$ cat src/circle_trajectory_setpoint_defines.svh
// assertion helpers for the circle setpoint block
`ifndef CIRCLE_TRAJECTORY_SETPOINT_DEFINES_SVH
`define CIRCLE_TRAJECTORY_SETPOINT_DEFINES_SVH

// same-cycle implication, sampled on clock, off during reset
`define CTSP_ASSERT_NOW(lbl, ante, cons) \
   lbl: assert property (@(posedge clock) disable iff (reset) (ante) |-> (cons)) \
      else $error("ctsp assertion failed");

// next-cycle implication, sampled on clock, off during reset
`define CTSP_ASSERT_NEXT(lbl, ante, cons) \
   lbl: assert property (@(posedge clock) disable iff (reset) (ante) |=> (cons)) \
      else $error("ctsp assertion failed");

`endif

$ cat src/ctsp_pkg.sv
package ctsp_pkg;

   localparam int CORDIC_STAGES = 16;
   localparam int FRAC_BITS     = 16;

   localparam int IDX_W = $clog2(CORDIC_STAGES);
   localparam int CW    = FRAC_BITS + 3;
   localparam int PW    = 32 + CW;
   localparam int WSW   = PW - FRAC_BITS;
   localparam int QW    = 32 + WSW;
   localparam int WWW   = QW - 16;
   localparam int LO_W  = 24;
   localparam int HI_W  = WWW - LO_W;
   localparam int LOP_W = 31 + LO_W;
   localparam int HIP_W = 32 + HI_W;
   localparam int SUMW  = 32 + WWW;
   localparam int HW    = 34;
   localparam int MAG_W = 62;
   localparam int REM_W = 35;
   localparam int RED_STEPS = 28;
   localparam int H_RSH = (FRAC_BITS >= 16) ? FRAC_BITS - 16 : 0;
   localparam int H_LSH = (FRAC_BITS < 16) ? 16 - FRAC_BITS : 0;

   typedef logic signed [95:0] wide_type;
   typedef logic [IDX_W-1:0] idx_type;
   typedef logic [4:0] red_idx_type;

   typedef enum logic [2:0] {
      REG_CENTER_X,
      REG_CENTER_Y,
      REG_CENTER_Z,
      REG_RADIUS,
      REG_ANGULAR_RATE
   } reg_index_type;

   localparam logic [MAG_W-1:0] TWO_PI_Q32 = MAG_W'(64'd26986075409);
   localparam logic [MAG_W-1:0] PI_Q32     = MAG_W'(64'd13493037705);
   localparam logic signed [31:0] HALF_PI_Q30 = 32'sd1686629713;
   localparam logic signed [35:0] PI_Q30      = 36'sd3373259426;
   localparam logic signed [31:0] GAIN_Q30    = 32'sd652032874;
   localparam logic signed [18:0] HEAD_MAX    = 19'sd205887;

   localparam logic signed [31:0] ATAN_HEAD [11] = '{
      32'sd843314857, 32'sd497837829, 32'sd263043837, 32'sd133525159,
      32'sd67021687, 32'sd33543516, 32'sd16775851, 32'sd8388437,
      32'sd4194283, 32'sd2097149, 32'sd1048576
   };

   typedef struct packed {
      logic                 neg;
      logic [MAG_W-1:0]     mag;
   } red_word_type;

   typedef struct packed {
      logic                 flip;
      logic signed [CW-1:0] x;
      logic signed [CW-1:0] y;
      logic signed [CW-1:0] z;
   } rot_word_type;

   typedef struct packed {
      logic signed [31:0] px;
      logic signed [31:0] py;
      logic signed [31:0] vx;
      logic signed [31:0] vy;
      logic signed [31:0] ax;
      logic signed [31:0] ay;
   } side_type;

   typedef struct packed {
      logic                 zero;
      logic signed [HW-1:0] x;
      logic signed [HW-1:0] y;
      logic signed [CW-1:0] z;
      side_type             side;
   } vec_word_type;

   // round half up, arithmetic right shift
   function automatic wide_type rnd_shr(input wide_type v, input logic [6:0] s);
      wide_type half;
      half = (wide_type'(1) <<< s) >>> 1;
      return (v + half) >>> s;
   endfunction

   function automatic logic signed [31:0] sat32(input wide_type v);
      if (v > wide_type'(32'sh7fffffff)) return 32'sh7fffffff;
      if (v < wide_type'(-33'sh080000000)) return 32'sh80000000;
      return v[31:0];
   endfunction

   function automatic logic signed [CW-1:0] frac30(input wide_type v);
      return CW'(rnd_shr(v, 7'(30 - FRAC_BITS)));
   endfunction

   function automatic logic signed [CW-1:0] atan_frac(input idx_type i);
      logic [5:0]         ii;
      logic signed [31:0] v;
      ii = 6'(i);
      if (ii < 6'd11) v = ATAN_HEAD[ii[3:0]];
      else if (ii < 6'd31) v = 32'sd1 <<< (6'd30 - ii);
      else v = 32'sd0;
      return frac30(wide_type'(v));
   endfunction

   localparam logic signed [CW-1:0] GAIN_F    = frac30(wide_type'(GAIN_Q30));
   localparam logic signed [CW-1:0] HALF_PI_F = frac30(wide_type'(HALF_PI_Q30));
   localparam logic signed [CW-1:0] PI_F      = frac30(wide_type'(PI_Q30));

endpackage

$ cat src/ctsp_red_cell.sv
module ctsp_red_cell (
   input  logic                  clock,
   input  logic                  reset,
   input  ctsp_pkg::red_idx_type step_k,
   input  logic                  in_valid,
   output logic                  in_ready,
   input  ctsp_pkg::red_word_type in_word,
   output logic                  out_valid,
   input  logic                  out_ready,
   output ctsp_pkg::red_word_type out_word
);

   logic                   valid_ff;
   ctsp_pkg::red_word_type word_ff;
   ctsp_pkg::red_word_type word_in;
   logic [ctsp_pkg::MAG_W-1:0] step_val;

   assign in_ready  = !valid_ff || out_ready;
   assign out_valid = valid_ff;
   assign out_word  = word_ff;

   always_comb begin
      step_val = ctsp_pkg::TWO_PI_Q32 << step_k;
      word_in  = in_word;
      if (in_word.mag >= step_val) word_in.mag = in_word.mag - step_val;
   end

   always_ff @(posedge clock) begin
      if (reset) valid_ff <= 1'b0;
      else if (in_ready) valid_ff <= in_valid;
      if (in_ready) word_ff <= word_in;
   end

endmodule

$ cat config.mk
export PLATFORM = sky130hd
export DESIGN_NAME = ctsp_red_cell
export DESIGN_NICKNAME = d
export VERILOG_FILES = /design/src/circle_trajectory_setpoint_defines.svh /design/src/ctsp_pkg.sv /design/src/ctsp_red_cell.sv
export SDC_FILE = /design/constraint.sdc
export NUM_CORES = 1
export LEC_CHECK = 0
export BUFFER_PORTS_ARGS = -buffer_cell sky130_fd_sc_hd__buf_2
export CAP_MARGIN = 20
export CELL_PAD_IN_SITES_DETAIL_PLACEMENT = 0
export CELL_PAD_IN_SITES_GLOBAL_PLACEMENT = 2
export CORE_MARGIN = 1
export CORE_UTILIZATION = 30
export CTS_BUF_LIST = sky130_fd_sc_hd__clkbuf_2
export DETAILED_ROUTE_END_ITERATION = 6
export GPL_ROUTABILITY_DRIVEN = 0
export PLACE_DENSITY = 0.81
export SLEW_MARGIN = 15
export SYNTH_ARGS = -nofsm -noshare
export SYNTH_HDL_FRONTEND = slang
export SYNTH_SLANG_ARGS = --single-unit
$ cat constraint.sdc
create_clock -name clock -period 4.24 [get_ports clock]
set_input_delay 0.424 -clock clock [delete_from_list [all_inputs] [get_ports clock]]
set_output_delay 0.424 -clock clock [all_outputs]
set_load 0.05 [all_outputs]
== After elaboration in Yosys (flattened, before gate mapping) ==
Cells that the tools add are included.
Operators by class
  multiplexer cells: 1
  reductions and logical operators: 2
  order comparisons: 1
  shift operators: 1
  $add $sub $neg: 1
Operators with widths (count)
  greater-or-equal comparator 62 bit: 1
  two-way mux 62 bit: 1
  << shifter 35 x 5 -> 62 bit, first input constant: 1
  subtractor 62 bit: 1
  logical NOT 1 bit: 1
  logical OR 1 bit: 1
Word-level totals
  word-level logic and storage cells: 9
  flip-flop bits (word level): 64
  input bits: 72

== Logic depth before layout (Yosys ltp) ==
  depth in word-level cells: 3
  gate-level depth with buffers: 23

== Least setup slack after synthesis ==
Ideal clock, no wire load.
  path type: input port to flip-flop
  from: input step_k[0]
  to: register word_ff (netlist bit out_word[16]), data pin
  setup time: 262 ps
  path slack: -106 ps
  stages on the path: 19
  data arrival time: 4084 ps
  cell sequence: clkbuf_1 -> inv_1 -> ha_1 -> nand2_1 -> nand2_1 -> o21ai_0 -> o21ai_0 -> ha_1 -> buf_2 -> and4_1 -> a211oi_1 -> a21oi_1 -> nor4_1 -> inv_1 -> a31oi_1 -> a221oi_2 -> a221oi_4 -> buf_6 -> mux2_1
RTL lines
  start, declared: RTL line ctsp_red_cell.sv:4  | input ctsp_pkg::red_idx_type step_k,
  end signal, assigned: RTL line ctsp_red_cell.sv:31  | if (in_ready) word_ff <= word_in;
  end, declared: RTL line ctsp_red_cell.sv:14  | ctsp_pkg::red_word_type word_ff;

==> flow_summary.json <==
{
  "rsz0062_at_grt": "no",
  "syn_nets": 1133,
  "ios": 137,
  "drtIter0Drc": 595,
  "die_y_um": 160.8,
  "dr.pass1.iters": 5,
  "switching_power_mw": 1.667,
  "grt_usage_pct": 20.91,
  "ys_seq_area_share_pct": 25.27,
  "vias": 8498,
  "synth-edff-count": 63,
  "power.internal_mw": 1.778,
  "final_common_cell": "buf_4",
  "hp-class": "input port to flop",
  "row_count": 57,
  "post-place-ws_ps": -581.3,
  "combPwrFrac_pct": 63.4,
  "dp_cells": 1636,
  "wl_um": 27360,
  "syn_avg_cell_area_um2": 7.658,
  "end_kind": "flop",
  "grt_pass1_vias": 8035,
  "ys_async_sr_fraction_pct": 0,
  "finalCriticalPeriod_ps": 4032,
  "cp-start-kind": "input port",
  "path_class": "input port to flop",
  "finalNonFillerCells": 1660,
  "vias_per_cell": 5.119,
  "crit_chain": "buf_2 > inv_1 > buf_4 > ha_1 > o21ai_0 > nand2_1 > nand2_1 > o21ai_0 > buf_4 > ha_1 > a21o_1 > a211oi_1 > a21oi_1 > nor4_2 > buf_4 > inv_1 > a31oi_4 > a221oi_4 > a221oi_4 > buf_12 > mux2_1",
  "cts_buffers": 9,
  "dp_hpwl_um": 22360,
  "nFillCells": 2604,
  "power_frac_seq_pct": 26.4,
  "antenna_found_initial": 1,
  "worst_slack_ps": 207.9,
  "critPathMaxFanout": 17,
  "synth.cell_area_mm2": 0.007566,
  "clkPwrFrac_pct": 10.2,
  "slew_headroom_pct": 59.73,
  "setup_viol": 0,
  "cts.sinks": 64,
  "worstMarginPinSlew_ps": 600.4,
  "p_leak_nw": 4.906,
  "power_density_mw_per_mm2": 325.4,
  "placed_area_mm2": 0.01035,
  "routedWlPerCell_um": 16.48,
  "clkLatencyLatePin_ps": 560,
  "max_freq_mhz": 248.0,
  "worstPathRequired_ps": 4560,
  "whs_ps": 125.2,
  "die-area_mm2": 0.02586,
  "final_cell_mix": "253 x buf_4, 157 x nand2_1, 136 x buf_2",
  "area_growth_pct": 39.95,
  "cap_viol_max_count": 0,
  "cp.arrival_ps": 4350,
  "clk_path_buf_depth": 2,
  "max-vdd-ir-drop_mv": 0.1959,
  "synth_flop_cell": "edfxtp_1",
  "drive_above_1_share_pct": 32.68,
  "cts_tree": "done",
  "io_buffers": 136,
  "start_util_pct": 30.84,
  "netSwitchingFraction_pct": 48.39,
  "fin_crit_sh_pct": 95.10,
  "ys_ff_latch": 64,
  "multiInputGateArea_mm2": 0.005343,
  "syn_inst": 988,
  "crit_slowest_cell": "a221oi_4",
  "root_buffer": "clkbuf_2",
  "drc": 0,
  "clock_skew_ps": 23.28,
  "final_area_mm2": 0.01059,
  "h-tree-depth": 3,
  "grt_pass1_wl_um": 42480,
  "nNetsFinal": 1474,
  "path_clk_slew_ps": 230,
  "status": "completed",
  "core_region_area_mm2": 0.02453,
  "finalHoldViolCount": 0,
  "seqCellArea_mm2": 0.001912,
  "ant_nets": 0,
  "overflow": 0,
  "dieWidth_um": 160.8,
  "ys_warn_count": 0,
  "crit_top_cell": "buf_4",
  "synthDistinctLibCells": 64,
  "report.final.slew_viol_count": 0,
  "max_stage_delay_ps": 370,
  "grt_max_degree": 36
}
## cell families (layout without fill, tap and decap cells)
logic type / Yosys count / count (layout) / synth area share (%)
other cells: 0 / 2 / 0
fa+ha+maj: 73 / 73 / 12.17
xor+xnor: 56 / 56 / 6.483
buf+inv: 96 / 442 / 5.259
mux: 18 / 18 / 2.530
simple gates: 317 / 317 / 19.17
flops: 64 / 64 / 25.27
compound gates: 364 / 364 / 29.12
## power groups by stage
stage / Sequential, mW / Clock (mW) / Combinational (mW)
floorplan: 1.44 / 0 / 0.861
global placement: 0.927 / 0 / 2.14
detailed placement: 0.923 / 0 / 2.14
CTS: 0.912 / 0.374 / 2.16
global route: 0.923 / 0.387 / 2.36
finish: 0.909 / 0.350 / 2.19
## cell type report
class,count,area share (%)
timing repair buffer,398,25.83
tap,324,3.828
sequential,64,18.06
multi-input combinational,828,50.45
inverter,28,0.9926
clock inverter,4,0.2245
antenna,2,0.04726
clock buffer,12,0.5672
## final timing paths
| path | startpoint | end | slack, ps | cells after the start |
|---|---|---|---|---|
| min | in_word[46] | out_word[46] | 130 | 3 |
| max | step_k[0] | out_word[4] | 210 | 21 |
| max reg2reg | out_valid | out_word[3] | 2620 | 2 |
| min reg2reg | out_valid | out_word[46] | 990 | 1 |
## cell usage after synthesis (3+ instances only)
| master | instances | area (um^2) |
|---|---|---|
| nor3_1 | 14 | 70.07 |
| a41oi_1 | 4 | 35.03 |
| o21ai_0 | 110 | 550.5 |
| buf_2 | 15 | 75.07 |
| nand2b_1 | 12 | 75.07 |
| clkbuf_1 | 43 | 161.4 |
| nand2_1 | 157 | 589.3 |
| buf_1 | 6 | 22.52 |
| a21o_1 | 38 | 285.3 |
| mux2_1 | 7 | 78.83 |
| edfxtp_1 | 63 | 1892 |
| nand3_1 | 23 | 115.1 |
| o21a_1 | 10 | 75.07 |
| buf_4 | 3 | 22.52 |
| a21boi_0 | 4 | 30.03 |
| o21bai_1 | 9 | 67.56 |
| xnor2_1 | 30 | 262.8 |
| o41ai_1 | 3 | 26.28 |
| xor2_1 | 26 | 227.7 |
| a31oi_1 | 17 | 106.4 |
| a211oi_1 | 6 | 45.04 |
| nor2_1 | 46 | 172.7 |
| a22oi_1 | 4 | 30.03 |
| o21ai_1 | 28 | 140.1 |
| o31ai_1 | 7 | 52.55 |
| and2_1 | 8 | 50.05 |
| or2_2 | 3 | 18.77 |
| nand4_1 | 19 | 118.9 |
| a21oi_1 | 96 | 480.5 |
| inv_1 | 27 | 101.4 |
| o211ai_1 | 7 | 52.55 |
| o2111ai_1 | 3 | 26.28 |
| and3_1 | 16 | 100.1 |
| and4_1 | 3 | 26.28 |
| ha_1 | 72 | 900.9 |
| nor2b_1 | 7 | 43.79 |
| nor4_1 | 3 | 18.77 |
| mux2i_1 | 9 | 90.09 |
## repair_timing
action | CTS | global route
resized for setup | 0 | 16
hold buffers | 3 | 0
setup endpoints to repair | 0 | 49
buffers inserted | 0 | 2
endpoints found under the hold margin | 2 | 0
## critical path: cells and delay by family
family	cells	cell delay, ps
AOI/OAI and AO/OA	8	1640
adders and majority gates	2	540
buffers and inverters	7	900
muxes	1	320
and+or+nand+nor	3	520
## flip-flops by register name, indices dropped and copies added, names as in the netlist
| name | flops |
|---|---|
| out_word | 63 |
| out_valid | 1 |
## layer usage
| metal | part of all wire, % | wire length, um | global-route usage (%) | up-vias |
|---|---|---|---|---|
| li1 | - | - | - | 4314 |
| met1 | 50 | 13540 | 30.07 | 3960 |
| met2 | 45 | 12340 | 33.23 | 208 |
| met3 | 4.5 | 1226 | 2.583 | 16 |
| met4 | 0.90 | 247 | 4.545 | 0 |
| met5 | 0 | 0 | 0 | - |
## stage by stage
step	utilization [%]	total power, mW	setup TNS (ps)
4_1_cts	42.66	3.441	0
6_report	43.16	3.446	0
5_1_grt	43.16	3.669	0
3_5_place_dp	42.19	3.067	-28510
3_3_place_gp	42.19	3.063	-19770
2_1_floorplan	-	2.305	0
(Power assumes the default switching activity.)
