### config.mk
export PLATFORM = sky130hd
export DESIGN_NAME = ctsp_rot_cell
export DESIGN_NICKNAME = d
export VERILOG_FILES = /design/src/circle_trajectory_setpoint_defines.svh /design/src/ctsp_pkg.sv /design/src/ctsp_rot_cell.sv
export SDC_FILE = /design/constraint.sdc
export NUM_CORES = 1
export LEC_CHECK = 0
export BUFFER_PORTS_ARGS = -buffer_cell sky130_fd_sc_hd__buf_2
export CORE_MARGIN = 2
export CORE_UTILIZATION = 54
export CTS_BUF_LIST = sky130_fd_sc_hd__clkbuf_2
export CTS_CLUSTER_SIZE = 12
export DETAILED_ROUTE_END_ITERATION = 10
export GPL_TIMING_DRIVEN = 0
export PLACE_DENSITY = 0.86
export SYNTH_ARGS = -nofsm -noshare
export SYNTH_HDL_FRONTEND = slang
export SYNTH_SLANG_ARGS = --single-unit
### constraint.sdc
create_clock -name clock -period 6 [get_ports clock]
set_input_delay 1.2 -clock clock [delete_from_list [all_inputs] [get_ports clock]]
set_output_delay 1.2 -clock clock [all_outputs]
set_load 0.01 [all_outputs]
### src/circle_trajectory_setpoint_defines.svh
// assertion helpers for the circle setpoint block
`ifndef CIRCLE_TRAJECTORY_SETPOINT_DEFINES_SVH
`define CIRCLE_TRAJECTORY_SETPOINT_DEFINES_SVH

// same-cycle implication, sampled on clock, off during reset
`define CTSP_ASSERT_NOW(lbl, ante, cons) \
   lbl: assert property (@(posedge clock) disable iff (reset) (ante) |-> (cons)) \
      else $error("ctsp assertion failed");

// next-cycle implication, sampled on clock, off during reset
`define CTSP_ASSERT_NEXT(lbl, ante, cons) \
   lbl: assert property (@(posedge clock) disable iff (reset) (ante) |=> (cons)) \
      else $error("ctsp assertion failed");

`endif

### src/ctsp_pkg.sv
package ctsp_pkg;

   localparam int CORDIC_STAGES = 16;
   localparam int FRAC_BITS     = 16;

   localparam int IDX_W = $clog2(CORDIC_STAGES);
   localparam int CW    = FRAC_BITS + 3;
   localparam int PW    = 32 + CW;
   localparam int WSW   = PW - FRAC_BITS;
   localparam int QW    = 32 + WSW;
   localparam int WWW   = QW - 16;
   localparam int LO_W  = 24;
   localparam int HI_W  = WWW - LO_W;
   localparam int LOP_W = 31 + LO_W;
   localparam int HIP_W = 32 + HI_W;
   localparam int SUMW  = 32 + WWW;
   localparam int HW    = 34;
   localparam int MAG_W = 62;
   localparam int REM_W = 35;
   localparam int RED_STEPS = 28;
   localparam int H_RSH = (FRAC_BITS >= 16) ? FRAC_BITS - 16 : 0;
   localparam int H_LSH = (FRAC_BITS < 16) ? 16 - FRAC_BITS : 0;

   typedef logic signed [95:0] wide_type;
   typedef logic [IDX_W-1:0] idx_type;
   typedef logic [4:0] red_idx_type;

   typedef enum logic [2:0] {
      REG_CENTER_X,
      REG_CENTER_Y,
      REG_CENTER_Z,
      REG_RADIUS,
      REG_ANGULAR_RATE
   } reg_index_type;

   localparam logic [MAG_W-1:0] TWO_PI_Q32 = MAG_W'(64'd26986075409);
   localparam logic [MAG_W-1:0] PI_Q32     = MAG_W'(64'd13493037705);
   localparam logic signed [31:0] HALF_PI_Q30 = 32'sd1686629713;
   localparam logic signed [35:0] PI_Q30      = 36'sd3373259426;
   localparam logic signed [31:0] GAIN_Q30    = 32'sd652032874;
   localparam logic signed [18:0] HEAD_MAX    = 19'sd205887;

   localparam logic signed [31:0] ATAN_HEAD [11] = '{
      32'sd843314857, 32'sd497837829, 32'sd263043837, 32'sd133525159,
      32'sd67021687, 32'sd33543516, 32'sd16775851, 32'sd8388437,
      32'sd4194283, 32'sd2097149, 32'sd1048576
   };

   typedef struct packed {
      logic                 neg;
      logic [MAG_W-1:0]     mag;
   } red_word_type;

   typedef struct packed {
      logic                 flip;
      logic signed [CW-1:0] x;
      logic signed [CW-1:0] y;
      logic signed [CW-1:0] z;
   } rot_word_type;

   typedef struct packed {
      logic signed [31:0] px;
      logic signed [31:0] py;
      logic signed [31:0] vx;
      logic signed [31:0] vy;
      logic signed [31:0] ax;
      logic signed [31:0] ay;
   } side_type;

   typedef struct packed {
      logic                 zero;
      logic signed [HW-1:0] x;
      logic signed [HW-1:0] y;
      logic signed [CW-1:0] z;
      side_type             side;
   } vec_word_type;

   // round half up, arithmetic right shift
   function automatic wide_type rnd_shr(input wide_type v, input logic [6:0] s);
      wide_type half;
      half = (wide_type'(1) <<< s) >>> 1;
      return (v + half) >>> s;
   endfunction

   function automatic logic signed [31:0] sat32(input wide_type v);
      if (v > wide_type'(32'sh7fffffff)) return 32'sh7fffffff;
      if (v < wide_type'(-33'sh080000000)) return 32'sh80000000;
      return v[31:0];
   endfunction

   function automatic logic signed [CW-1:0] frac30(input wide_type v);
      return CW'(rnd_shr(v, 7'(30 - FRAC_BITS)));
   endfunction

   function automatic logic signed [CW-1:0] atan_frac(input idx_type i);
      logic [5:0]         ii;
      logic signed [31:0] v;
      ii = 6'(i);
      if (ii < 6'd11) v = ATAN_HEAD[ii[3:0]];
      else if (ii < 6'd31) v = 32'sd1 <<< (6'd30 - ii);
      else v = 32'sd0;
      return frac30(wide_type'(v));
   endfunction

   localparam logic signed [CW-1:0] GAIN_F    = frac30(wide_type'(GAIN_Q30));
   localparam logic signed [CW-1:0] HALF_PI_F = frac30(wide_type'(HALF_PI_Q30));
   localparam logic signed [CW-1:0] PI_F      = frac30(wide_type'(PI_Q30));

endpackage

### src/ctsp_rot_cell.sv
module ctsp_rot_cell (
   input  logic                   clock,
   input  logic                   reset,
   input  ctsp_pkg::idx_type      step_i,
   input  logic                   in_valid,
   output logic                   in_ready,
   input  ctsp_pkg::rot_word_type in_word,
   output logic                   out_valid,
   input  logic                   out_ready,
   output ctsp_pkg::rot_word_type out_word
);

   logic                   valid_ff;
   ctsp_pkg::rot_word_type word_ff;
   ctsp_pkg::rot_word_type word_in;
   logic signed [ctsp_pkg::CW-1:0] xs;
   logic signed [ctsp_pkg::CW-1:0] ys;
   logic signed [ctsp_pkg::CW-1:0] at;

   assign in_ready  = !valid_ff || out_ready;
   assign out_valid = valid_ff;
   assign out_word  = word_ff;

   always_comb begin
      xs = in_word.x >>> step_i;
      ys = in_word.y >>> step_i;
      at = ctsp_pkg::atan_frac(step_i);
      word_in = in_word;
      if (in_word.z >= 0) begin
         word_in.x = in_word.x - ys;
         word_in.y = in_word.y + xs;
         word_in.z = in_word.z - at;
      end else begin
         word_in.x = in_word.x + ys;
         word_in.y = in_word.y - xs;
         word_in.z = in_word.z + at;
      end
   end

   always_ff @(posedge clock) begin
      if (reset) valid_ff <= 1'b0;
      else if (in_ready) valid_ff <= in_valid;
      if (in_ready) word_ff <= word_in;
   end

endmodule

* Word level (Yosys, flattened, before mapping)
Memories as Yosys holds them, arrays and structs flattened.
Index checks and enable logic that the tools add are counted.
** Storage, ports and cells
- Register bits after elaboration :: 59
- Bits in latches :: 0
- Memory bits (writable) :: 0
- Memory bits (read-only) :: 512
- Bits of input ports :: 66
- Word-level logic and storage cells :: 27
- Memories kept :: 1
** Memory list
- (no name shown) :: words 16, width 32, rd ports 1, clocked after Yosys merged registers in 0, write ports 0, RTL line ctsp_pkg.sv:99 : if (ii < 6'd11) v = ATAN_HEAD[ii[3:0]];
** Cells by class
- Add/sub/neg operators :: 8
- Multiply operators :: 0
- Div/mod/pow operators :: 0
- $lt $le $gt $ge :: 3
- Eq/ne operators :: 0
- Shifts and indexed selects :: 3
- Multiplexer cells :: 4
- Bitwise operators :: 1
- Reduce and logical (&&, ||, !) cells :: 2
** Operator list (number)
- 32-bit 2-to-1 mux :: 3
- 19-bit adder :: 3
- 57-bit 2-to-1 mux :: 1
- 19-bit subtractor :: 3
- 19-bit by 4-bit >>> shifter with 19-bit output :: 2
- 32-bit by 15-bit adder with 33-bit output (second input constant) :: 1
- 2-bit by 6-bit <<< shifter with 32-bit output (first input constant) :: 1
- 19-bit by 1-bit >= comparator with 1-bit output (second input constant) :: 1
- 5-bit by 4-bit subtractor with 6-bit output (first input constant) :: 1
- 5-bit >= comparator (second input constant) :: 1
- 4-bit NOT with 5-bit output :: 1
- 4-bit < comparator (second input constant) :: 1
- 1-bit zero test :: 1
- 1-bit logical OR :: 1

* Logic depth before layout (Yosys ltp)
- Word-level depth :: 8
- Mapped depth :: 28

* Worst setup path after synthesis
No wires, ideal clock.
- Path kind :: input port to flip-flop
- From :: in step_i[2]
- To :: reg word_ff (netlist bit out_word[16]) (data pin)
- Library setup time :: 258 ps
- Data arrival time :: 6269 ps
- Slack :: -526 ps
- Cell stages on the path :: 28
- Path through :: buf_2 buf_2 inv_1 clkbuf_8 clkbuf_8 ha_1 nand4b_1 nor2_1 o21a_1 ha_1 nand2_1 and4b_1 clkbuf_1 nor2_1 or4_1 clkbuf_1 nand2_1 xnor2_1 ha_1 a2111oi_0 o211ai_1 and3_1 o21a_1 o21ai_0 a21oi_1 a41oi_1 nor2b_1 xnor2_1
** RTL lines
- start, declared :: RTL line ctsp_rot_cell.sv:4 : input ctsp_pkg::idx_type step_i,
- end signal, assigned :: RTL line ctsp_rot_cell.sv:43 : if (in_ready) word_ff <= word_in;
- end, declared :: RTL line ctsp_rot_cell.sv:14 : ctsp_pkg::rot_word_type word_ff;

==> metrics.txt <==
DR WL/cell=~19 microns; Worst Setup End Kind=flip-flop; Longest Clk Path Bufs=2; dpl cell area=~9000 sq um; Syn Inst Count=869; Area growth, synth to finish=15.8%; r2r startpoint=out_valid; first-pass GRT wire length=between 30 and 40 mm; syn nets=~1000; htree depth=3; DP HPWL=18.4 mm; clk_lat worst skew=0.57 ns; Mapped Area=7960 sq um; Critical Path RT=6.34 ns; Die Ht=around 130 microns; outcome=finished clean; Worst path max stage delay=0.55 ns; Post-synth EDFFs=a little under 60; WL final=between 20 and 25 mm; final core occ=about 64%; Num CTS Buffers=9; # nets final=approximately 1100; syn avg cell area=just over 9 sq um; Initial DRC Count=approximately 740; CP Launch Type=input pin; clock sinks=59; Fmax=172 MHz; Hold Violations, Final=0; Max-Cap Viols=0; hold crit path type=in -> reg; PwrDens=between 200 and 250 nW/um^2; Die Wd=approximately 130 microns; Finished Cell Area=just over 9000 sq um; crit-path leading delay family=compound AO/OA/AOI/OAI gates; Crit-path slowest cell=or4_1; Yosys reg bits=between 50 and 60; WHS Path Cells=2; Die Footprint=15700 sq um; Slew headroom=approximately 37%; most used cell, CP=buf_4; vias per inst=6.26; measured slew at the worst slew-check pin=approximately 0.93 ns; count of final setup violators=0; hold_sp=reset; period utilization=96.9%; ys flop type=edfxtp_1; Final Max Tran Viols=0; fillers=1273; CTS tree=yes; vias in the first global route=between 6000 and 7000; Hold EP=out_valid; Routability Congestion=between 1 and 1.5; critical path cell sequence=buf_4, buf_4, inv_1, buf_4, ha_2, nand4b_1, o211ai_1, o2111a_2, and2_1, a32oi_2, or4_1, buf_4, nand2_1, xnor2_1, ha_1, a2111oi_4, o211ai_1, and3_1, o21a_1, o21ai_2, a21oi_2, a41oi_2, nor2b_4, xnor2_1; GRT overflow=0; crit path DAT=6.15 ns; Routed Antenna Nets=0; number of distinct library cells after synthesis=80; CP Class=in -> reg; hold_ws=approximately 0.75 ns; PortBufs=~120; Clock Skew=roughly 0.017 ns; initial antenna violation count=1; Synthesis Warnings=0; asr flop ratio synth=0%; Worst R2R Setup Slack=4.54 ns; Reg-to-Reg End=out_word[46]; R2R cell count=2; fin crit period=approximately 5.8 ns; Buf/Inv on CP=5; initial core utilization=a little over half; GRT Util Overall=between 20 and 30%; Leak=3.85 nW; Pre-antenna DRT Iters=5; pin count of the biggest net entering global routing=37; register area share after synthesis=22.1%; layout cells sized above 1=approximately a quarter; Max VDD drop=0.000157 V; DRC viols=0; root buf cell=clkbuf_2; Crit Path Max Fanout=13; Ports=126; Rows=44; core outline area=14500 sq um; Clock transition at path regs=0.18 ns; vias after detailed routing=7513
==> cell families after synthesis <==
logic type	share of synthesized area (%)
xor gates and xnor gates	11.6
adders and majority gates	11.3
buffers and inverters	5.84
and+or+nand+nor	15.8
AOI/OAI and AO/OA	19.8
DFF	22.1
muxes	13.6
==> layout make-up <==
cell class / count / area [sq um] / area share, %
multi-input combinational: 728 / 5870 / 63.7
sequential: 59 / 1760 / 19.1
timing repair buffer: 132 / 707 / 7.67
buffer: 39 / 357 / 3.87
tap: 184 / 230 / 2.50
inverter: 41 / 154 / 1.67
clock inverter: 5 / 77.6 / 0.842
clock buffer: 11 / 55.1 / 0.598
antenna: 1 / 2.50 / 0.0272
==> Yosys cell counts (all sizes together), types with 3 or more instances <==
library cell | n | share of area [%]
nand2 | 80 | 3.8
xnor2 | 79 | 8.7
ha | 67 | 11
a21oi | 66 | 4.2
edfxtp | 58 | 22
o21ai | 58 | 3.6
nor2 | 53 | 2.5
inv | 41 | 1.9
mux4 | 34 | 10
xor2 | 26 | 2.9
nand3 | 21 | 1.3
buf | 20 | 1.6
clkbuf | 20 | 2.2
nor3 | 16 | 1.0
a21o | 15 | 1.4
o21a | 15 | 1.4
mux2i | 14 | 1.8
nor2b | 14 | 1.1
nand2b | 13 | 1.0
mux2 | 12 | 1.7
o31ai | 11 | 1.1
or3 | 11 | 0.87
a211oi | 7 | 0.66
a31oi | 7 | 0.55
and2 | 7 | 0.55
o211ai | 7 | 0.66
or2 | 7 | 0.58
a22oi | 6 | 0.57
and3 | 6 | 0.47
o22ai | 6 | 0.55
nand4 | 5 | 0.39
a32oi | 4 | 0.44
o221ai | 4 | 0.44
o2bb2ai | 4 | 0.44
a211o | 3 | 0.35
and4 | 3 | 0.33
fa | 3 | 0.75
nor3b | 3 | 0.42
o2111a | 3 | 0.42
o21bai | 3 | 0.28
o41ai | 3 | 0.42
==> power breakdown <==
part | switching [mW] | internal [mW]
Sequential | 0.0384 | 0.661
Clock | 0.170 | 0.140
Combinational | 0.707 | 0.559
Total | 0.915 | 1.36
==> metrics by stage <==
step | setup slack, ns | TNS [ns] | std cells | total power, mW
floorplan | 0.0478 | 0 | 869 | 1.56
global placement | -0.876 | -7.87 | 1175 | 1.89
detailed placement | -1.00 | -9.71 | 1176 | 1.93
CTS | -0.0382 | -0.0382 | 1193 | 2.25
global route | -0.0490 | -0.0856 | 1200 | 2.42
finish | 0.188 | 0 | 1200 | 2.27
==> metal layers <==
layer	vias up	part of all wire (%)	global-route usage, %
met2	335	45	44.6
li1	3554	-	-
met4	0	2.8	11.6
met3	47	8.4	5.95
met5	-	0	0
met1	3577	43	40.1
==> state kept, by name (all words and copies together), names as in the netlist <==
signal / cells
out_valid: 1
out_word: 58
==> placed cells by master (no fill, tap or decap), types with 5 or more instances in the layout <==
| cell type | Yosys | routed |
|---|---|---|
| nor3_1 | 16 | 16 |
| xnor2_1 | 79 | 78 |
| ha_1 | 67 | 61 |
| a211oi_1 | 7 | 7 |
| inv_1 | 41 | 39 |
| nand2b_1 | 13 | 12 |
| mux4_2 | 24 | 24 |
| a22oi_1 | 6 | 6 |
| edfxtp_1 | 58 | 58 |
| o31ai_1 | 10 | 10 |
| clkbuf_1 | 10 | 6 |
| or2_2 | 6 | 6 |
| nand2_1 | 79 | 78 |
| nand3_1 | 21 | 21 |
| a31oi_1 | 7 | 7 |
| clkbuf_2 | 0 | 14 |
| a21oi_1 | 66 | 63 |
| buf_2 | 11 | 125 |
| o21a_1 | 15 | 15 |
| nand4_1 | 5 | 5 |
| clkbuf_8 | 10 | 9 |
| nor2b_1 | 13 | 12 |
| a21o_1 | 13 | 13 |
| xor2_1 | 26 | 26 |
| buf_6 | 5 | 7 |
| and3_1 | 6 | 6 |
| nor2_1 | 52 | 50 |
| mux2_2 | 11 | 11 |
| mux4_1 | 10 | 10 |
| or3_1 | 11 | 11 |
| and2_1 | 7 | 6 |
| buf_4 | 0 | 13 |
| o211ai_1 | 7 | 7 |
| mux2i_1 | 14 | 14 |
| o21ai_0 | 58 | 57 |
==> timing repair <==
item                                    4_1_cts  5_1_grt
hold buffers                                  0        0
setup buffers                                 2        7
resized for setup                            10       27
endpoints found under the setup margin        5       11
pin swaps                                     2       13
==> worst max-delay path by stage <==
stage	from	endpoint	slack (ns)	cells past startpoint
2_1_floorplan	step_i[2]	out_word[16]	0.05	28
3_3_place_gp	step_i[0]	out_word[16]	-0.88	26
3_5_place_dp	step_i[0]	out_word[16]	-1.00	26
4_1_cts	step_i[1]	out_word[16]	-0.04	26
5_1_grt	step_i[1]	out_word[16]	-0.05	24
6_report	step_i[1]	out_word[16]	0.19	24
==> worst reg2reg max path: stages (launching register included) <==
cell	delay, ns
dfxtp_1	0.36
nand2b_2	0.49
buf_12	0.30
Power figures use the tool's default switching activity.
