<file path="config.mk">
export PLATFORM = sky130hd
export DESIGN_NAME = ctsp_vec_cell
export DESIGN_NICKNAME = d
export VERILOG_FILES = /design/src/circle_trajectory_setpoint_defines.svh /design/src/ctsp_pkg.sv /design/src/ctsp_vec_cell.sv
export SDC_FILE = /design/constraint.sdc
export NUM_CORES = 1
export LEC_CHECK = 0
export BUFFER_PORTS_ARGS = -buffer_cell sky130_fd_sc_hd__buf_2
export CELL_PAD_IN_SITES_DETAIL_PLACEMENT = 1
export CELL_PAD_IN_SITES_GLOBAL_PLACEMENT = 2
export CORE_UTILIZATION = 30
export DETAILED_ROUTE_END_ITERATION = 16
export GPL_ROUTABILITY_DRIVEN = 0
export PLACE_DENSITY = 0.82
export SKIP_LAST_GASP = 1
export SYNTH_ARGS = -nofsm -noshare
export SYNTH_HDL_FRONTEND = slang
export SYNTH_SLANG_ARGS = --single-unit
</file>
<file path="constraint.sdc">
create_clock -name clock -period 9.1 [get_ports clock]
set_clock_uncertainty 0.15 [all_clocks]
set_input_delay 1.365 -clock clock [delete_from_list [all_inputs] [get_ports clock]]
set_output_delay 1.365 -clock clock [all_outputs]
set_load 0.01 [all_outputs]
</file>
<file path="src/circle_trajectory_setpoint_defines.svh">
// assertion helpers for the circle setpoint block
`ifndef CIRCLE_TRAJECTORY_SETPOINT_DEFINES_SVH
`define CIRCLE_TRAJECTORY_SETPOINT_DEFINES_SVH

// same-cycle implication, sampled on clock, off during reset
`define CTSP_ASSERT_NOW(lbl, ante, cons) \
   lbl: assert property (@(posedge clock) disable iff (reset) (ante) |-> (cons)) \
      else $error("ctsp assertion failed");

// next-cycle implication, sampled on clock, off during reset
`define CTSP_ASSERT_NEXT(lbl, ante, cons) \
   lbl: assert property (@(posedge clock) disable iff (reset) (ante) |=> (cons)) \
      else $error("ctsp assertion failed");

`endif

</file>
<file path="src/ctsp_pkg.sv">
package ctsp_pkg;

   localparam int CORDIC_STAGES = 16;
   localparam int FRAC_BITS     = 16;

   localparam int IDX_W = $clog2(CORDIC_STAGES);
   localparam int CW    = FRAC_BITS + 3;
   localparam int PW    = 32 + CW;
   localparam int WSW   = PW - FRAC_BITS;
   localparam int QW    = 32 + WSW;
   localparam int WWW   = QW - 16;
   localparam int LO_W  = 24;
   localparam int HI_W  = WWW - LO_W;
   localparam int LOP_W = 31 + LO_W;
   localparam int HIP_W = 32 + HI_W;
   localparam int SUMW  = 32 + WWW;
   localparam int HW    = 34;
   localparam int MAG_W = 62;
   localparam int REM_W = 35;
   localparam int RED_STEPS = 28;
   localparam int H_RSH = (FRAC_BITS >= 16) ? FRAC_BITS - 16 : 0;
   localparam int H_LSH = (FRAC_BITS < 16) ? 16 - FRAC_BITS : 0;

   typedef logic signed [95:0] wide_type;
   typedef logic [IDX_W-1:0] idx_type;
   typedef logic [4:0] red_idx_type;

   typedef enum logic [2:0] {
      REG_CENTER_X,
      REG_CENTER_Y,
      REG_CENTER_Z,
      REG_RADIUS,
      REG_ANGULAR_RATE
   } reg_index_type;

   localparam logic [MAG_W-1:0] TWO_PI_Q32 = MAG_W'(64'd26986075409);
   localparam logic [MAG_W-1:0] PI_Q32     = MAG_W'(64'd13493037705);
   localparam logic signed [31:0] HALF_PI_Q30 = 32'sd1686629713;
   localparam logic signed [35:0] PI_Q30      = 36'sd3373259426;
   localparam logic signed [31:0] GAIN_Q30    = 32'sd652032874;
   localparam logic signed [18:0] HEAD_MAX    = 19'sd205887;

   localparam logic signed [31:0] ATAN_HEAD [11] = '{
      32'sd843314857, 32'sd497837829, 32'sd263043837, 32'sd133525159,
      32'sd67021687, 32'sd33543516, 32'sd16775851, 32'sd8388437,
      32'sd4194283, 32'sd2097149, 32'sd1048576
   };

   typedef struct packed {
      logic                 neg;
      logic [MAG_W-1:0]     mag;
   } red_word_type;

   typedef struct packed {
      logic                 flip;
      logic signed [CW-1:0] x;
      logic signed [CW-1:0] y;
      logic signed [CW-1:0] z;
   } rot_word_type;

   typedef struct packed {
      logic signed [31:0] px;
      logic signed [31:0] py;
      logic signed [31:0] vx;
      logic signed [31:0] vy;
      logic signed [31:0] ax;
      logic signed [31:0] ay;
   } side_type;

   typedef struct packed {
      logic                 zero;
      logic signed [HW-1:0] x;
      logic signed [HW-1:0] y;
      logic signed [CW-1:0] z;
      side_type             side;
   } vec_word_type;

   // round half up, arithmetic right shift
   function automatic wide_type rnd_shr(input wide_type v, input logic [6:0] s);
      wide_type half;
      half = (wide_type'(1) <<< s) >>> 1;
      return (v + half) >>> s;
   endfunction

   function automatic logic signed [31:0] sat32(input wide_type v);
      if (v > wide_type'(32'sh7fffffff)) return 32'sh7fffffff;
      if (v < wide_type'(-33'sh080000000)) return 32'sh80000000;
      return v[31:0];
   endfunction

   function automatic logic signed [CW-1:0] frac30(input wide_type v);
      return CW'(rnd_shr(v, 7'(30 - FRAC_BITS)));
   endfunction

   function automatic logic signed [CW-1:0] atan_frac(input idx_type i);
      logic [5:0]         ii;
      logic signed [31:0] v;
      ii = 6'(i);
      if (ii < 6'd11) v = ATAN_HEAD[ii[3:0]];
      else if (ii < 6'd31) v = 32'sd1 <<< (6'd30 - ii);
      else v = 32'sd0;
      return frac30(wide_type'(v));
   endfunction

   localparam logic signed [CW-1:0] GAIN_F    = frac30(wide_type'(GAIN_Q30));
   localparam logic signed [CW-1:0] HALF_PI_F = frac30(wide_type'(HALF_PI_Q30));
   localparam logic signed [CW-1:0] PI_F      = frac30(wide_type'(PI_Q30));

endpackage

</file>
<file path="src/ctsp_vec_cell.sv">
module ctsp_vec_cell (
   input  logic                   clock,
   input  logic                   reset,
   input  ctsp_pkg::idx_type      step_i,
   input  logic                   in_valid,
   output logic                   in_ready,
   input  ctsp_pkg::vec_word_type in_word,
   output logic                   out_valid,
   input  logic                   out_ready,
   output ctsp_pkg::vec_word_type out_word
);

   logic                   valid_ff;
   ctsp_pkg::vec_word_type word_ff;
   ctsp_pkg::vec_word_type word_in;
   logic signed [ctsp_pkg::HW-1:0] xs;
   logic signed [ctsp_pkg::HW-1:0] ys;
   logic signed [ctsp_pkg::CW-1:0] at;

   assign in_ready  = !valid_ff || out_ready;
   assign out_valid = valid_ff;
   assign out_word  = word_ff;

   always_comb begin
      xs = in_word.x >>> step_i;
      ys = in_word.y >>> step_i;
      at = ctsp_pkg::atan_frac(step_i);
      word_in = in_word;
      if (in_word.y > 0) begin
         word_in.x = in_word.x + ys;
         word_in.y = in_word.y - xs;
         word_in.z = in_word.z + at;
      end else begin
         word_in.x = in_word.x - ys;
         word_in.y = in_word.y + xs;
         word_in.z = in_word.z - at;
      end
   end

   always_ff @(posedge clock) begin
      if (reset) valid_ff <= 1'b0;
      else if (in_ready) valid_ff <= in_valid;
      if (in_ready) word_ff <= word_in;
   end

endmodule
</file>
Word level (Yosys, flattened, before mapping):

Memories as Yosys holds them, arrays and structs flattened.
Cells that the tools add are included.

* add/sub/neg operators: 8
* magnitude comparators: 3
* shift-type cells: 3
* mux-type cells: 4
* bitwise gates (word level): 1
* reductions and logical operators: 2

Operator list (count)
* two-way mux 32 bit: 3
* two-way mux 87 bit: 1
* adder 34 bit: 2
* >>> shifter 34 x 4 -> 34 bit: 2
* subtractor 34 bit: 2
* greater-than comparator 34 x 1 -> 1 bit, second input constant: 1
* adder 32 x 15 -> 33 bit, second input constant: 1
* <<< shifter 2 x 6 -> 32 bit, first input constant: 1
* adder 19 bit: 1
* subtractor 19 bit: 1
* subtractor 5 x 4 -> 6 bit, first input constant: 1
* >= comparator 5 bit, second input constant: 1
* inverter 4 -> 5 bit: 1
* < comparator 4 bit, second input constant: 1
* zero test 1 bit: 1
* logical OR 1 bit: 1

* register bits after elaboration: 281
* ROM bits: 512
* bits of input ports: 288
* output and inout port bits: 282
* logic and storage cells: 33
* memories: 1

Memory list
* (name not given): depth 16, bits a word 32, read ports 1, clocked after memory_dff 0, write ports 0, RTL line ctsp_pkg.sv:99 `if (ii < 6'd11) v = ATAN_HEAD[ii[3:0]];`

Logic depth before layout (Yosys ltp):

Gate-level depths: netlist of the first run.

* depth after elaboration: 8
* gate-level depth with buffers: 29
* depth with buffers taken out: 24

Worst setup path before layout of the first run:

No wires, ideal clock.

* path type: in2out
* start point: input port out_ready
* end point: output port in_ready
* arrival time: 8.148 ns
* setup slack: -0.563 ns
* stages: 1
* buffers on the path: 0
* cells stage by stage: nand2b_1

* longest elaborated chain between the ends: 1

Ends and longest elaborated chain
* from (decl): RTL line ctsp_vec_cell.sv:9 `input logic out_ready,`
* logical OR 1 bit: RTL line ctsp_vec_cell.sv:20 `assign in_ready = !valid_ff || out_ready;`
* to (decl): RTL line ctsp_vec_cell.sv:6 `output logic in_ready,`

No other way between the ends.

==> results.py, run 1 <==
metrics = {
    "timing": {
        "setup_viol": 0,
        "rsz0062_at_grt": "false",
        "max_freq_mhz": 130,
        "tns_ns": 0,
        "relSlewSlack": 0.323,
        "tightest_slew_ns": 1.02,
        "finalCritPeriodShare": 0.844,
        "period_minus_slack_ns": 7.68,
        "hold_viol": 0,
        "slew_violations": 0,
    },
    "clock_network": {
        "cts_buffer_depth": 3,
        "cts_setup_buffers": 0,
        "cts_resized": 0,
        "clk_pin_slew_ns": 0.07,
        "cts_hold_buf": 0,
        "insertion_delay_ns": 0.53,
        "cts_tree": "yes",
        "htree_levels": 2,
        "cts_root_buf": "clkbuf_16",
        "clkSinkCount": 281,
        "cts_buffers": 35,
    },
    "worst_setup_path": {
        "crit_path_frequent_cell": "ha_1",
        "reg2reg_slack_ns": 6.37,
        "crit_buf_inv": 3,
        "cpMaxStageDelayCell": "a2111oi_0",
        "path_max_fanout": 23,
        "crit_required_ns": 9.25,
        "cp-end-kind": "flip-flop",
        "cp_top_family": "compound AO/OA/AOI/OAI gates",
        "crit_arrival_ns": 7.83,
        "critPathKind": "in2reg",
        "cpPeakStageDelay_ns": 0.60,
        "worstPathCellList": "buf_4, ha_1, inv_1, ha_1, inv_1, a41o_1, or2_2, ha_1, or4b_1, a21boi_0, o221ai_1, or3_1, or3b_4, nor2_1, a21o_1, xnor2_1, ha_1, nor3_1, a2111oi_0, o21a_1, o21ai_0, a21oi_1, xnor3_1",
        "critPathLaunchType": "input port",
    },
    "final_layout": {
        "syn_to_final_growth_pct": 26.3,
        "final_common_cell": "buf_2",
        "nFillCells": 6930,
        "final_cell_mix": "buf_2 (567), edfxtp_1 (280), nand2_1 (121), a21oi_1 (118), nor2_1 (114)",
        "layout-drive-gt1-share": 0.361,
        "multi_input_area_sq_um": 9800,
        "nNetsFinal": 2553,
        "regArea_sq_um": 8430,
    },
    "floorplan": {
        "ios": 570,
        "start_util": 0.303,
        "die_area_sq_um": 63400,
        "fp.dieH_um": 252,
        "rows": 91,
        "die_x_um": 252,
        "core_area_sq_um": 61700,
    },
    "yosys": {
        "yosysUniqueCellTypes": 89,
        "syn_avg_cell_area_sq_um": 11.6,
        "seq_area_frac_synth": 0.450,
        "synth_edf_count": 280,
        "synth_ff_type": "edfxtp_1",
        "netlist_instances": 1609,
        "synth_fp_nets": 1997,
        "yosysWarnings": 0,
        "ys_seq_elements": 281,
        "ys_async_sr_fraction": 0,
        "synth_area_sq_um": 18700,
    },
    "detailed_routing": {
        "via_per_inst": 5.25,
        "route.vias.total": 16000,
        "first_iter_violations": 1076,
        "drt_wl_total_um": 77500,
        "antenna_left": 0,
        "firstDrtPassIters": 4,
        "drc": 0,
        "post_drt_wl_per_cell_um": 25.5,
    },
    "power": {
        "p_leak_nw": 9.93,
        "fin_total_pwr_mw": 4.89,
        "power.density_nw_per_um2": 207,
        "vdd_ir_drop_max_mv": 0.113,
    },
    "flow_run": {
        "max_cap_viol_count": 0,
    },
    "placement": {
        "hpwl_um": 62500,
        "io_buffers": 569,
    },
    "grt": {
        "grt_pass1_wl_um": 111000,
        "grt_max_degree": 172,
        "grt_pass1_vias": 16300,
        "antenna_found_initial": 31,
        "globalRouteOverflowTotal": 0,
        "track_usage": 0.236,
    },
    "hold_path": {
        "hold_class": "in2reg",
    },
    "run_status": {
        "status": "complete, no violations",
    },
}
-- cells in the mapped netlist, types with 17 or more instances --
master | number | area, sq um
nor3_1 | 35 | 175
inv_1 | 37 | 139
a21o_1 | 31 | 233
a31oi_1 | 17 | 106
mux4_2 | 75 | 1690
xor2_1 | 64 | 561
ha_1 | 97 | 1210
nor2b_1 | 17 | 106
buf_2 | 24 | 120
clkbuf_1 | 24 | 90.1
nor2_1 | 116 | 435
o21ai_0 | 80 | 400
xnor2_1 | 94 | 823
mux2_2 | 36 | 405
edfxtp_1 | 280 | 8410
nand3_1 | 24 | 120
mux2i_1 | 55 | 551
a21oi_1 | 118 | 591
nand2_1 | 121 | 454
o21a_1 | 24 | 180
-- cells by family after synthesis --
kind of cell             after synthesis  synth area share
AND/OR/NAND/NOR                      426             0.112
XOR/XNOR                             159            0.0751
flip-flops                           281             0.450
AO/OA/AOI/OAI                        368             0.126
multiplexers                         166             0.141
adder cells (fa/ha/maj)              100            0.0680
buffers and inverters                109            0.0275
-- routing by layer --
layer  routed length, um  GRT usage  vias up
li1                    -          -     7293
met1               29000      0.264     7926
met2               38900      0.414      562
met3                6440     0.0774      140
met4                2920     0.0913       30
met5                 204          0        -
-- sequential cells by signal, indices dropped and copies added, names as in the netlist --
register,count
out_word,280
out_valid,1
-- final cells by class --
class | count | share of cell area
clock inverters | 18 | 0.0112
inverters | 39 | 0.00619
repair buffers | 589 | 0.127
flip-flops and latches | 281 | 0.356
clock buffers | 40 | 0.0387
multi-input cells | 1219 | 0.414
well taps | 837 | 0.0443
diodes | 14 | 0.00148
-- stage by stage --
step | worst slack, ns | cell area [sq um] | utilization | std cells | hold WS, ns
after floorplan | 1.10 | 18700 | - | 1609 | 1.28
final | 1.42 | 23700 | 0.383 | 3037 | 0.818
after global placement | 1.21 | 22400 | 0.364 | 2965 | 0.970
after global routing | 0.907 | 23600 | 0.383 | 3029 | 0.798
after CTS | 1.51 | 23600 | 0.383 | 3023 | 0.791
after detailed placement | 0.935 | 22400 | 0.364 | 2965 | 1.01
-- path summary, 6_finish.rpt --
check / startpoint / to / cells after the start
max: step_i[1] / out_word[210] / 23
max reg2reg: out_valid / out_word[13] / 3
min reg2reg: out_valid / out_word[134] / 2
min: in_word[149] / out_word[149] / 1
-- report_power, final --
part           internal, mW  switching, mW  leakage [nW]  total (mW)
Sequential             1.72         0.0709          2.91        1.79
Combinational         0.664          0.969          6.45        1.63
Clock                 0.893          0.570         0.570        1.46
Total                  3.28           1.61          9.93        4.89
Note: power is estimated with default switching activity, not from simulation.
==> run 2: changes to the inputs <==
- CORE_UTILIZATION: 30 -> 33
- PLACE_DENSITY: 0.82 -> 0.85
- clock period: 9.1 -> 7.7 ns (I/O delays scaled with it)
==> results.py, run 2 (synthesis gave the netlist of run 1 again) <==
metrics = {
    "grt": {
        "grt_pass1_wl_um": 111000,
        "antenna_found_initial": 23,
        "grt_max_degree": 67,
        "globalRouteOverflowTotal": 0,
        "grt_pass1_vias": 16300,
        "track_usage": 0.262,
    },
    "placement": {
        "hpwl_um": 63300,
        "io_buffers": 569,
    },
    "power": {
        "vdd_ir_drop_max_mv": 0.145,
        "p_leak_nw": 9.93,
        "power.density_nw_per_um2": 238,
        "pwr-share-clk": 0.275,
        "p_switching_mw": 1.90,
        "p_seq_frac": 0.379,
        "internal_power_mw": 3.69,
        "p_comb_frac": 0.345,
        "swShare": 0.340,
    },
    "worst_setup_path": {
        "crit_end": "out_word[278]",
        "cpMaxStageDelayCell": "mux4_2",
        "crit_buf_inv": 2,
        "crit_arrival_ns": 7.15,
        "startpoint": "step_i[1]",
        "rr_startpoint": "out_valid",
        "r2r_cells": 3,
        "reg2reg_slack_ns": 4.77,
        "cpPeakStageDelay_ns": 0.58,
        "cp-end-kind": "flip-flop",
        "critPathLaunchType": "input port",
        "cp.depth": 24,
        "cp_top_family": "compound AO/OA/AOI/OAI gates",
        "crit_required_ns": 7.85,
        "r2r-end": "out_word[243]",
        "critPathKind": "in2reg",
        "path_max_fanout": 29,
        "worstPathCellList": "buf_4, buf_4, mux4_2, mux2_2, nand3b_1, o32a_1, nor2b_1, nand2_1, nor3_1, nand2_1, o31ai_1, xnor2_1, ha_1, a21o_1, a21o_1, a21o_1, a2111oi_0, o21ai_0, a221oi_1, o21ai_0, a21oi_1, o21a_1, o21ai_0, xnor2_1",
    },
    "run_status": {
        "status": "complete, no violations",
    },
    "timing": {
        "tns_ns": 0,
        "slew_violations": 0,
        "finalCritPeriodShare": 0.909,
        "relSlewSlack": 0.389,
        "holdWs_ns": 0.618,
        "hold_viol": 0,
        "tightest_slew_ns": 0.916,
        "period_minus_slack_ns": 7.00,
        "max_freq_mhz": 143,
        "rsz0062_at_grt": "false",
        "setup_viol": 0,
    },
    "final_layout": {
        "syn_to_final_growth_pct": 25.4,
        "final_common_cell": "buf_2",
        "nNetsFinal": 2565,
        "layout-drive-gt1-share": 0.360,
        "largest_register_ffs": 280,
        "nFillCells": 6227,
        "final_cell_mix": "buf_2 (567), edfxtp_1 (280), nand2_1 (121), a21oi_1 (118), nor2_1 (115)",
    },
    "hold_path": {
        "hold_start": "reset",
        "hold_class": "in2reg",
    },
    "clock_network": {
        "clk_pin_slew_ns": 0.06,
        "htree_levels": 2,
        "cts_root_buf": "clkbuf_16",
        "clkSinkCount": 281,
        "cts_setup_buffers": 0,
        "cts_buffer_depth": 3,
        "cts_resized": 0,
        "insertion_delay_ns": 0.54,
        "cts_tree": "yes",
        "cts_hold_buf": 0,
        "cts_buffers": 35,
    },
    "floorplan": {
        "die_area_sq_um": 57700,
        "rows": 86,
        "fp.dieH_um": 240,
        "die_x_um": 240,
        "ios": 570,
        "start_util": 0.337,
        "core_area_sq_um": 55600,
    },
    "detailed_routing": {
        "route.vias.total": 16200,
        "drc": 0,
        "via_per_inst": 5.47,
        "post_drt_wl_per_cell_um": 26.3,
        "first_iter_violations": 1234,
        "antenna_left": 0,
        "drt_wl_total_um": 77900,
        "firstDrtPassIters": 5,
    },
    "flow_run": {
        "max_cap_viol_count": 0,
    },
}
==> run 2: cell types whose count changed in the layout (fill, tap and decap cells not counted), sizes merged <==
cell      previous run  this run
buf                589       601
bufinv               6         1
clkbuf              40        41
clkinv               9        17
clkinvlp             2         0
diode               14        11
==> run 2: layout make-up <==
| class | instances | area (sq um) | area share |
|---|---|---|---|
| Sequential cell | 281 | 8430 | 0.359 |
| Multi-Input combinational cell | 1219 | 9800 | 0.417 |
| Antenna cell | 11 | 27.5 | 0.00117 |
| Tap cell | 748 | 936 | 0.0399 |
| Timing Repair Buffer | 601 | 3120 | 0.133 |
| Inverter | 39 | 146 | 0.00623 |
| Clock inverter | 19 | 134 | 0.00570 |
| Clock buffer | 41 | 898 | 0.0383 |
==> run 2: per-stage QoR <==
step	std cells	utilization	worst slack [ns]	area, sq um	power, mW
global route	2952	0.422	0.195	23500	5.87
CTS	2948	0.422	0.768	23500	5.66
floorplan	1609	-	0.0472	18700	3.32
detailed placement	2888	0.403	0.204	22400	4.09
global placement	2888	0.403	0.402	22400	4.05
finish	2959	0.422	0.701	23500	5.60
==> run 2: worst min path at each step <==
stage | to | slack, ns | depth (start not counted)
detailed placement | out_word[182] | 0.91 | 1
global route | out_valid | 0.60 | 2
CTS | out_valid | 0.59 | 2
global placement | out_word[182] | 0.91 | 1
finish | out_valid | 0.62 | 2
floorplan | out_valid | 1.07 | 1
==> run 2: routing by layer <==
layer / vias up / wire length, um / global-route usage
met3: 124 / 6580 / 0.0692
met4: 22 / 1840 / 0.0645
met1: 8109 / 30000 / 0.314
met2: 644 / 39300 / 0.464
li1: 7293 / - / -
met5: - / 131 / 0
==> run 2: power by group through the flow <==
stage / clock network (mW) / logic, mW / registers, mW
3_5_place_dp: 0 / 1.94 / 2.15
6_report: 1.54 / 1.93 / 2.12
3_3_place_gp: 0 / 1.90 / 2.15
2_1_floorplan: 0 / 1.02 / 2.30
4_1_cts: 1.58 / 1.95 / 2.13
5_1_grt: 1.63 / 2.09 / 2.15
